## src/rtl/core/v7d_pkg.sv

```systemverilog
// ----------------------------------------------------------------------------
// v7d_pkg: shared types and constants for the 7-bit varint decoder
// Holds the mode codes, the decoder state and the per-word step result.
// ----------------------------------------------------------------------------
package v7d_pkg;

    localparam int ACC_W   = 64;
    localparam int COUNT_W = 8;
    localparam int LEFT_W  = 16;
    localparam int BYTE_W  = 8;
    localparam int MODE_W  = 2;

    // decode modes; the unused code decodes as raw
    localparam logic [MODE_W-1:0] MODE_RAW     = 2'd0;
    localparam logic [MODE_W-1:0] MODE_CLAMP32 = 2'd1;
    localparam logic [MODE_W-1:0] MODE_LENPFX  = 2'd2;

    localparam logic [COUNT_W-1:0] COUNT_MAX = '1;

    typedef struct packed {
        logic [ACC_W-1:0]   acc;
        logic [COUNT_W-1:0] seen;
        logic               ovf;
    } t_vstate;

    typedef struct packed {
        logic               emit;
        logic               ok;
        logic [ACC_W-1:0]   value;
        logic [COUNT_W-1:0] count;
    } t_step_res;

endpackage

```

## src/rtl/core/v7d_if.sv

```systemverilog
// ----------------------------------------------------------------------------
// v7d_if: stream channels of the 7-bit varint decoder
// Input words carry a stream byte and the remaining buffer length; output
// words carry one decoded integer.
// ----------------------------------------------------------------------------
interface v7d_in_if;
    logic                          valid;
    logic                          ready;
    logic [v7d_pkg::BYTE_W-1:0]    data_byte;
    logic [v7d_pkg::LEFT_W-1:0]    bytes_left;

    modport source (output valid, output data_byte, output bytes_left, input ready);
    modport sink   (input valid, input data_byte, input bytes_left, output ready);
endinterface

interface v7d_out_if;
    logic                          valid;
    logic                          ready;
    logic [v7d_pkg::ACC_W-1:0]     decoded_value;
    logic [v7d_pkg::COUNT_W-1:0]   byte_count;
    logic                          success;

    modport source (output valid, output decoded_value, output byte_count,
                    output success, input ready);
    modport sink   (input valid, input decoded_value, input byte_count,
                    input success, output ready);
endinterface

```

## src/rtl/core/varint_7bit_decoder.sv

```systemverilog
// ----------------------------------------------------------------------------
// varint_7bit_decoder: big-endian 7-bit varint stream decoder
// Decodes most-significant-group-first varints, one stream byte per word.
// ----------------------------------------------------------------------------
// One input word is taken every cycle while the output is not stalled. A
// word passes an input register, the combinational decode step that updates
// the accumulator, and a result register. A stall on the output holds both
// registers; the input stays ready while the result register is empty or
// being taken. The user must write decode_mode through i_cfg_we and
// i_cfg_wdata only while no word is in flight; the block does not enforce it.
module varint_7bit_decoder (
    input  logic                          i_clk,
    input  logic                          i_rst_n,
    input  logic                          i_cfg_we,
    input  logic [v7d_pkg::MODE_W-1:0]    i_cfg_wdata,
    v7d_in_if.sink                        i_in,
    v7d_out_if.source                     o_out
);

    logic [v7d_pkg::MODE_W-1:0]   r_mode;
    logic                         r_in_valid;
    logic [v7d_pkg::BYTE_W-1:0]   r_byte;
    logic [v7d_pkg::LEFT_W-1:0]   r_left;
    v7d_pkg::t_vstate             r_state;
    v7d_pkg::t_vstate             n_state;
    v7d_pkg::t_step_res           step_res;
    logic                         r_out_valid;
    logic [v7d_pkg::ACC_W-1:0]    r_value;
    logic [v7d_pkg::COUNT_W-1:0]  r_count;
    logic                         r_ok;
    logic                         advance;
    logic                         step_fire;

    assign advance   = !r_out_valid || o_out.ready;
    assign step_fire = r_in_valid && advance;
    assign i_in.ready = !r_in_valid || advance;

    v7d_step u_step (
        .i_state     (r_state),
        .i_byte      (r_byte),
        .i_left      (r_left),
        .i_mode      (r_mode),
        .o_state_nxt (n_state),
        .o_res       (step_res)
    );

    always_ff @(posedge i_clk) begin
        if (!i_rst_n) begin
            r_mode <= v7d_pkg::MODE_RAW;
        end else if (i_cfg_we) begin
            r_mode <= i_cfg_wdata;
        end
    end

    always_ff @(posedge i_clk) begin
        if (!i_rst_n) begin
            r_in_valid <= 1'b0;
        end else if (i_in.ready) begin
            r_in_valid <= i_in.valid;
        end
    end

    always_ff @(posedge i_clk) begin
        if (i_in.ready && i_in.valid) begin
            r_byte <= i_in.data_byte;
            r_left <= i_in.bytes_left;
        end
    end

    always_ff @(posedge i_clk) begin
        if (!i_rst_n) begin
            r_state <= '0;
        end else if (step_fire) begin
            r_state <= n_state;
        end
    end

    always_ff @(posedge i_clk) begin
        if (!i_rst_n) begin
            r_out_valid <= 1'b0;
        end else if (advance) begin
            r_out_valid <= step_fire && step_res.emit;
        end
    end

    always_ff @(posedge i_clk) begin
        if (step_fire && step_res.emit) begin
            r_value <= step_res.value;
            r_count <= step_res.count;
            r_ok    <= step_res.ok;
        end
    end

    assign o_out.valid         = r_out_valid;
    assign o_out.decoded_value = r_value;
    assign o_out.byte_count    = r_count;
    assign o_out.success       = r_ok;

    // a good integer always counts at least one byte
    a_ok_count: assert property (@(posedge i_clk) disable iff (!i_rst_n)
        r_out_valid && r_ok |-> r_count != 8'd0)
        else $error("successful word with zero byte count");

    a_fail_zero: assert property (@(posedge i_clk) disable iff (!i_rst_n)
        r_out_valid && !r_ok |-> (r_count == 8'd0) && (r_value == '0))
        else $error("failure word with nonzero payload");

    a_clamp: assert property (@(posedge i_clk) disable iff (!i_rst_n)
        r_out_valid && ((r_mode == v7d_pkg::MODE_CLAMP32) ||
                        (r_mode == v7d_pkg::MODE_LENPFX)) |-> r_value[63:32] == 32'd0)
        else $error("clamped value above 32 bits");

    // state starts over after every emitted integer
    a_clear: assert property (@(posedge i_clk) disable iff (!i_rst_n)
        step_fire && step_res.emit |=> (r_state.seen == 8'd0) && !r_state.ovf)
        else $error("decoder state not cleared after result");

endmodule

```

## src/rtl/core/v7d_step.sv

```systemverilog
// ----------------------------------------------------------------------------
// v7d_step: one-byte decode step
// Shifts a 7-bit group into the accumulator and decides whether the word
// ends an integer, fails, or only advances the state.
// ----------------------------------------------------------------------------
module v7d_step (
    input  v7d_pkg::t_vstate              i_state,
    input  logic [v7d_pkg::BYTE_W-1:0]    i_byte,
    input  logic [v7d_pkg::LEFT_W-1:0]    i_left,
    input  logic [v7d_pkg::MODE_W-1:0]    i_mode,
    output v7d_pkg::t_vstate              o_state_nxt,
    output v7d_pkg::t_step_res            o_res
);

    logic                           ovf_nxt;
    logic [v7d_pkg::ACC_W-1:0]      acc_nxt;
    logic [v7d_pkg::COUNT_W-1:0]    seen_nxt;
    logic [v7d_pkg::ACC_W-1:0]      value;
    logic [v7d_pkg::LEFT_W-1:0]     left_m1;
    logic                           clamp;
    logic                           more;
    logic                           fail;

    // a group is lost once any of the top seven bits is set
    assign ovf_nxt  = i_state.ovf | (|i_state.acc[63:57]);
    assign acc_nxt  = {i_state.acc[56:0], i_byte[6:0]};
    assign seen_nxt = (i_state.seen == v7d_pkg::COUNT_MAX) ? i_state.seen
                                                           : i_state.seen + 8'd1;
    assign more     = i_byte[7];
    assign left_m1  = i_left - 16'd1;
    assign clamp    = (i_mode == v7d_pkg::MODE_CLAMP32) || (i_mode == v7d_pkg::MODE_LENPFX);

    always_comb begin
        value = ovf_nxt ? '1 : acc_nxt;
        if (clamp && (value[63:32] != 32'd0)) begin
            value = {32'd0, 32'hFFFF_FFFF};
        end
    end

    always_comb begin
        fail = 1'b0;
        if (more) begin
            fail = (i_left == 16'd1);
        end else if (i_mode == v7d_pkg::MODE_LENPFX) begin
            // value is already at most 32 bits here
            fail = (i_left == 16'd0) || (value[31:0] > {16'd0, left_m1});
        end
    end

    always_comb begin
        o_res.emit  = !more || fail;
        o_res.ok    = !fail;
        o_res.value = fail ? '0 : value;
        o_res.count = fail ? '0 : seen_nxt;
        if (o_res.emit) begin
            o_state_nxt = '0;
        end else begin
            o_state_nxt.acc  = acc_nxt;
            o_state_nxt.seen = seen_nxt;
            o_state_nxt.ovf  = ovf_nxt;
        end
    end

endmodule
```

## src/flat_wrapper.sv

```systemverilog
// flat-port wrapper written by rule: the top's interface ports become plain ports
module varint_7bit_decoder_flat 
  (i_clk, i_rst_n, i_cfg_we, i_cfg_wdata, i_in_valid, i_in_data_byte, i_in_bytes_left, i_in_ready, o_out_valid, o_out_decoded_value, o_out_byte_count, o_out_success, o_out_ready);
  v7d_in_if i_in_i ();
  v7d_out_if o_out_i ();
  input  logic i_clk;
  input  logic i_rst_n;
  input  logic i_cfg_we;
  input  logic [v7d_pkg::MODE_W-1:0] i_cfg_wdata;
  input wire logic [$bits(i_in_i.valid)-1:0] i_in_valid;
  input wire logic [$bits(i_in_i.data_byte)-1:0] i_in_data_byte;
  input wire logic [$bits(i_in_i.bytes_left)-1:0] i_in_bytes_left;
  output wire logic [$bits(i_in_i.ready)-1:0] i_in_ready;
  output wire logic [$bits(o_out_i.valid)-1:0] o_out_valid;
  output wire logic [$bits(o_out_i.decoded_value)-1:0] o_out_decoded_value;
  output wire logic [$bits(o_out_i.byte_count)-1:0] o_out_byte_count;
  output wire logic [$bits(o_out_i.success)-1:0] o_out_success;
  input wire logic [$bits(o_out_i.ready)-1:0] o_out_ready;
  assign i_in_i.valid = i_in_valid;
  assign i_in_i.data_byte = i_in_data_byte;
  assign i_in_i.bytes_left = i_in_bytes_left;
  assign i_in_ready = i_in_i.ready;
  assign o_out_valid = o_out_i.valid;
  assign o_out_decoded_value = o_out_i.decoded_value;
  assign o_out_byte_count = o_out_i.byte_count;
  assign o_out_success = o_out_i.success;
  assign o_out_i.ready = o_out_ready;
  varint_7bit_decoder u_core (.i_clk(i_clk), .i_rst_n(i_rst_n), .i_cfg_we(i_cfg_we), .i_cfg_wdata(i_cfg_wdata), .i_in(i_in_i), .o_out(o_out_i));
endmodule
```

## config.mk

```make
export PLATFORM = sky130hd
export DESIGN_NAME = varint_7bit_decoder_flat
export DESIGN_NICKNAME = d
export VERILOG_FILES = /design/src/rtl/core/v7d_pkg.sv /design/src/rtl/core/v7d_if.sv /design/src/rtl/core/varint_7bit_decoder.sv /design/src/rtl/core/v7d_step.sv /design/src/flat_wrapper.sv
export SDC_FILE = /design/constraint.sdc
export NUM_CORES = 1
export LEC_CHECK = 0
export BUFFER_PORTS_ARGS = -buffer_cell sky130_fd_sc_hd__buf_4
export CAP_MARGIN = 5
export CORE_MARGIN = 4
export CORE_UTILIZATION = 45
export CTS_CLUSTER_DIAMETER = 100
export CTS_CLUSTER_SIZE = 40
export DETAILED_ROUTE_END_ITERATION = 7
export PLACE_DENSITY = 0.67
export SETUP_SLACK_MARGIN = 0.3
export SYNTH_ARGS = -nofsm -noshare
export SYNTH_HDL_FRONTEND = slang
export SYNTH_HIERARCHICAL = 1
export SYNTH_SLANG_ARGS = --single-unit
```

## constraint.sdc

```tcl
create_clock -name i_clk -period 5.2 [get_ports i_clk]
set_input_delay 1.04 -clock i_clk [delete_from_list [all_inputs] [get_ports i_clk]]
set_output_delay 1.04 -clock i_clk [all_outputs]
set_load 0.01 [all_outputs]
```

[Word-level counts from Yosys, hierarchy flattened]
Index checks and enable logic that the tools add are counted.
W data, S select, Z words.
Cells by class
  $add $sub $neg: 2
  multipliers: 0
  div/mod/pow operators: 0
  magnitude comparators: 1
  equality and inequality tests: 4
  shifts and indexed selects: 0
  muxes and demuxes: 6
  bitwise logic cells: 1
  reduce and logical (&&, ||, !) cells: 17
Operator list (count)
  $mux W73: 1
  $mux W64: 1
  $gt A32 B16 Y1: 1
  $mux W32: 1
  $reduce_bool A32 Y1: 1
  $eq A16 B1 Y1 const B: 1
  $logic_not A16 Y1: 1
  $sub A16 B1 Y16 const B: 1
  $add A8 B1 Y8 const B: 1
  $eq A8 B8 Y1 const B: 1
  $mux W8: 1
  $reduce_or A7 Y1: 1
  $logic_or A1 B1 Y1: 5
  $logic_and A1 B1 Y1: 4
  $logic_not A1 Y1: 4
  $eq A2 B1 Y1 const B: 1
  $eq A2 B2 Y1 const B: 1
  $mux W1: 2
  $reduce_or A2 Y1: 1
  $or A1 B1 Y1: 1
Storage, ports and cells
  register bits after elaboration: 174
  bits in latches: 0
  bits in writable memories: 0
  bits in read-only memories: 0
  input bits: 31
  output and inout bits: 75
  logic and storage cells: 43
  memories kept: 0

[Longest topological paths before layout]
  word-level depth: 12
  depth in mapped cells: 14
  depth with buffers taken out: 12

[By module]
Netlist, hierarchy kept.
Modules (own cells, without submodules)
  varint_7bit_decoder: times used 1, cells an instance 432, area an instance 6072.1 µm², sequential area each 4454.3 µm²
  v7d_step: times used 1, cells an instance 394, area an instance 2323.5 µm², sequential area each 0.0 µm²

[Worst setup path after synthesis]
OpenSTA, ideal clock, no wires.
  path type: reg-to-reg
  start point: reg u_core/r_left[12] (netlist name)
  end point: reg u_core.r_count (netlist bit u_core/o_out.byte_count[0]), enable pin
  setup time: 0.504 ns
  data arrival time: 4.702 ns
  setup slack: -0.006 ns
  stages on the path, launching flop included: 8
  path buffers: 1
  period minus slack after synthesis: 5.206 ns
  cells stage by stage: edfxtp_1 > nor4_4 > and4_4 > nand3_1 > clkbuf_1 > nand2_1 > nand2_1 > nor2_1
RTL lines
  start, declared: RTL line varint_7bit_decoder.sv:23  | logic [v7d_pkg::LEFT_W-1:0] r_left;
  start signal, assigned: RTL line varint_7bit_decoder.sv:66  | r_left <= i_in.bytes_left;
  end signal, assigned: RTL line varint_7bit_decoder.sv:89  | r_count <= step_res.count;
  end, declared: RTL line varint_7bit_decoder.sv:29  | logic [v7d_pkg::COUNT_W-1:0] r_count;

[Final worst setup path]
  start point: reg u_core/r_left[2] (netlist name)
  end point: reg u_core.r_value (netlist bit u_core/o_out.decoded_value[46]) (data pin)
Between the ends
  cells in the longest elaborated chain, start to end: 6
Ends and longest elaborated chain
  $sub A16 B1 Y16: RTL line v7d_step.sv:30  | assign left_m1 = i_left - 16'd1;
  $gt A32 B16 Y1: RTL line v7d_step.sv:46  | fail = (i_left == 16'd0) || (value[31:0] > {16'd0, left_m1});
  $logic_or A1 B1 Y1: RTL line v7d_step.sv:46
  $mux W1: RTL line v7d_step.sv:44  | end else if (i_mode == v7d_pkg::MODE_LENPFX) begin
  $mux W1 (*): RTL line v7d_step.sv:42  | if (more) begin
  $reduce_or A2 Y1 (no line) (*)
  end signal, assigned: RTL line varint_7bit_decoder.sv:88  | r_value <= step_res.value;
  end, declared: RTL line varint_7bit_decoder.sv:28  | logic [v7d_pkg::ACC_W-1:0] r_value;
Mark *: on every way between the ends. The rest lies on a longest branch, timed or not.
A chain may end at the register's enable or synchronous reset.

==> impl_metrics.py <==
metrics = {
    "status": {
        "outcome": "finished clean",
    },
    "timing": {
        "setup_tns_ns": 0,
        "rsz0062_at_grt": "no",
        "relSlewSlack_pct": 20.5,
        "max_freq_mhz": 234,
        "tightestPinTransition_ns": 1.19,
        "setup_viol": 0,
        "fin_crit_sh_pct": 82.3,
        "layout_min_cycle_time_ns": 4.28,
        "skew_ns": 0.0103,
        "finalMaxSlewViolations": 0,
        "hold_violations": 0,
    },
    "clock_network": {
        "postCtsResizedCells": 0,
        "cts_buffer_depth": 2,
        "ctsHoldBuffers": 0,
        "clkTransAtPathRegs_ns": 0.06,
        "cts_made_buffers": 17,
        "cts_num_sinks": 174,
        "root_buffer": "clkbuf_16",
        "htree_levels": 4,
        "postCtsSetupRepairBufs": 0,
        "cts_tree": "built",
        "clk_latency_ns": 0.43,
    },
    "die": {
        "io_pins": 106,
        "row_count": 49,
        "die_area_sq_mm": 0.0209,
        "start_util_pct": 46.3,
        "fp.coreArea_sq_mm": 0.0181,
        "fp.dieW_microns": 145,
        "fp.dieH_microns": 145,
    },
    "cells_and_area": {
        "area.growth.synth_to_final_pct": 16.0,
        "drive_gt1_share_pct": 17.1,
        "utilization_pct": 53.7,
        "seqCellArea_sq_mm": 0.00445,
        "fin_nets": 948,
        "fillers": 1647,
        "multi_input_area_sq_mm": 0.00350,
        "n_antenna_cell": 0,
    },
    "routing": {
        "met1Wirelength_microns": 8650,
        "drc": 0,
        "viasPerCell": 5.32,
        "top_layer": "met4",
        "vias": 6060,
        "met3_length_microns": 873,
        "firstDrtPassIters": 5,
        "ant_nets": 0,
        "wire_per_inst_microns": 16.0,
        "met2_length_microns": 8380,
        "drt_wl_total_microns": 18200,
        "drt_first_iter_violations": 401,
    },
    "synth": {
        "synthesis.area_sq_mm": 0.00840,
        "synth_area_leader_cell": "edfxtp_1",
        "ys_warn_count": 6,
        "synth-seq-area-share_pct": 53.1,
        "synth_top_family_by_area": "simple AND/OR/NAND/NOR gates",
        "avgSynthCellArea_sq_um": 10.2,
        "synth-main-ff-cell": "edfxtp_1",
        "synth_fa_ha_area_share_pct": 2.98,
        "synthTopCellsByArea": "edfxtp_1, dfxtp_1, mux2i_1, nand2_1, nor3_1",
        "yosysUniqueCellTypes": 39,
        "synth_edf_count": 97,
        "yosysTopAreaCellShare_pct": 34.7,
        "ys_seq_elements": 174,
        "synth_xor_area_share_pct": 1.88,
        "synth_nets": 877,
        "yosys.area_share.simple_pct": 24.4,
        "synth-compound-area-share_pct": 2.68,
        "synth_mux_area_share_pct": 9.30,
        "synthCells": 826,
        "yosysMostFrequentCell": "nand2_1",
        "ys_async_sr_fraction_pct": 0,
        "synth_common_cells": "nand2_1, edfxtp_1, nor3_1",
    },
    "grt": {
        "grt_pass1_vias": 5898,
        "grt_max_degree": 106,
        "grt_pass1_wl_microns": 29800,
        "antenna_found_initial": 0,
        "grt_usage_pct": 17.8,
        "overflow": 0,
    },
    "power_and_ir_drop": {
        "p_per_area_mw_per_mm2": 300,
        "peakVddDrop_uv": 249,
        "cellLeakagePower_uw": 0.00392,
    },
    "worst_setup_path": {
        "rr_endpoint": "u_core/o_out.decoded_value[46]",
        "ff2ff_setup_slack_ns": 0.92,
        "start_kind": "flip-flop",
        "cp_max_fo": 41,
        "worst_setup_path_end_kind": "flip-flop",
        "worstSetupPathType": "reg -> reg",
        "arrival_ns": 4.41,
        "crit_required_ns": 5.33,
        "r2r_start": "u_core/r_left[2]",
        "worst_r2r_path_depth": 12,
    },
    "worst_hold_path": {
        "worstHoldPathCells": 2,
        "hp-start": "u_core/r_state[68]",
        "hold_class": "reg -> reg",
        "whs_endpoint": "u_core/r_state[68]",
    },
    "place": {
        "hpwlAfterDp_microns": 11500,
        "port_buffers": 105,
        "routabilityCongestion": 0.777,
    },
    "job": {
        "max-cap-violations": 0,
    },
}
==> final cells by class <==
cell class | count | area share (%)
clock inverters | 14 | 1.46
repair buffers | 114 | 8.91
well taps | 229 | 2.94
clock buffers | 18 | 4.41
multi-input cells | 573 | 35.9
inverters | 17 | 0.655
flip-flops and latches | 174 | 45.7
==> report_power, final <==
group          leakage [uW]  switching (uW)  internal [uW]
clock network      0.000268             534            706
registers           0.00155            21.4           1480
logic               0.00211             103           77.7
==> routing by layer <==
metal / GRT usage (%) / vias up
met3: 3.74 / 24
li1: - / 3043
met2: 27.8 / 158
met5: 0 / -
met4: 5.94 / 0
met1: 24.8 / 2835
==> through the flow <==
step	setup WS [ns]	total power [uW]	hold slack (ns)	instances	area, sq um
global route	0.569	3030	0.483	1139	9740
global placement	1.03	1710	0.444	1107	9170
CTS	0.976	2950	0.460	1139	9740
floorplan	1.21	1660	0.434	826	8400
detailed placement	0.996	1710	0.450	1107	9170
finish	0.919	2920	0.460	1139	9740
==> critical path: stages (launching register included) <==
cell and delay [ns]:
edfxtp_1 0.42, nor2_1 0.42, nand4_1 0.21, nor4_1 0.54, nand3_1 0.17, xor2_1 0.20, ha_1 0.32, nand4_1 0.15
nor4_1 0.35, a21bo_2 0.28, a311oi_4 0.30, buf_4 0.46, nor3_1 0.13
==> state kept, by name, summed over array words and instances, names as in the netlist <==
signal,cells
u_core/r_left,16
u_core/r_byte,8
u_core/r_mode,2
u_core/r_state,73
u_core/o_out.decoded_value,64
u_core/o_out.success,1
u_core/o_out.valid,1
u_core/r_in_valid,1
u_core/o_out.byte_count,8
==> placed cells by master, fill, tap and decap left out, types with 3 or more instances in the layout <==
cell type / Yosys / layout
nand2_1: 161 / 160
buf_4: 2 / 113
edfxtp_1: 97 / 97
nor3_1: 89 / 89
mux2i_1: 78 / 78
dfxtp_1: 77 / 77
and3_1: 65 / 65
nor2_1: 61 / 60
ha_1: 20 / 20
clkbuf_16: 0 / 17
nor4_1: 17 / 17
inv_1: 17 / 17
a21oi_1: 11 / 11
xnor2_1: 11 / 11
nand4_1: 9 / 9
o21ai_0: 8 / 8
xor2_1: 7 / 7
nor2b_1: 6 / 6
nand3_1: 5 / 5
clkinvlp_4: 0 / 4
and2_1: 3 / 3
nor3b_1: 3 / 3
==> cell families (layout without fill, tap and decap cells) <==
logic type / Yosys count / in the layout
xor gates and xnor gates: 18 / 18
and+or+nand+nor: 428 / 428
DFF: 174 / 174
adders and majority gates: 20 / 20
muxes: 78 / 78
buffers and inverters: 79 / 163
AOI/OAI and AO/OA: 29 / 29
==> how the worst max path moves through the flow <==
stage                        from                        endpoint  slack (ns)  cells past startpoint
5_1_grt        u_core/r_state[59]      u_core/o_out.byte_count[2]        0.57                     12
6_report         u_core/r_left[2]  u_core/o_out.decoded_value[46]        0.92                     12
3_5_place_dp     u_core/r_left[2]  u_core/o_out.decoded_value[46]         1.0                     12
4_1_cts          u_core/r_left[2]  u_core/o_out.decoded_value[46]        0.98                     12
2_1_floorplan   u_core/r_left[12]      u_core/o_out.byte_count[0]        1.21                      7
3_3_place_gp     u_core/r_left[2]  u_core/o_out.decoded_value[46]        1.03                     12
Power figures use the tool's default switching activity.
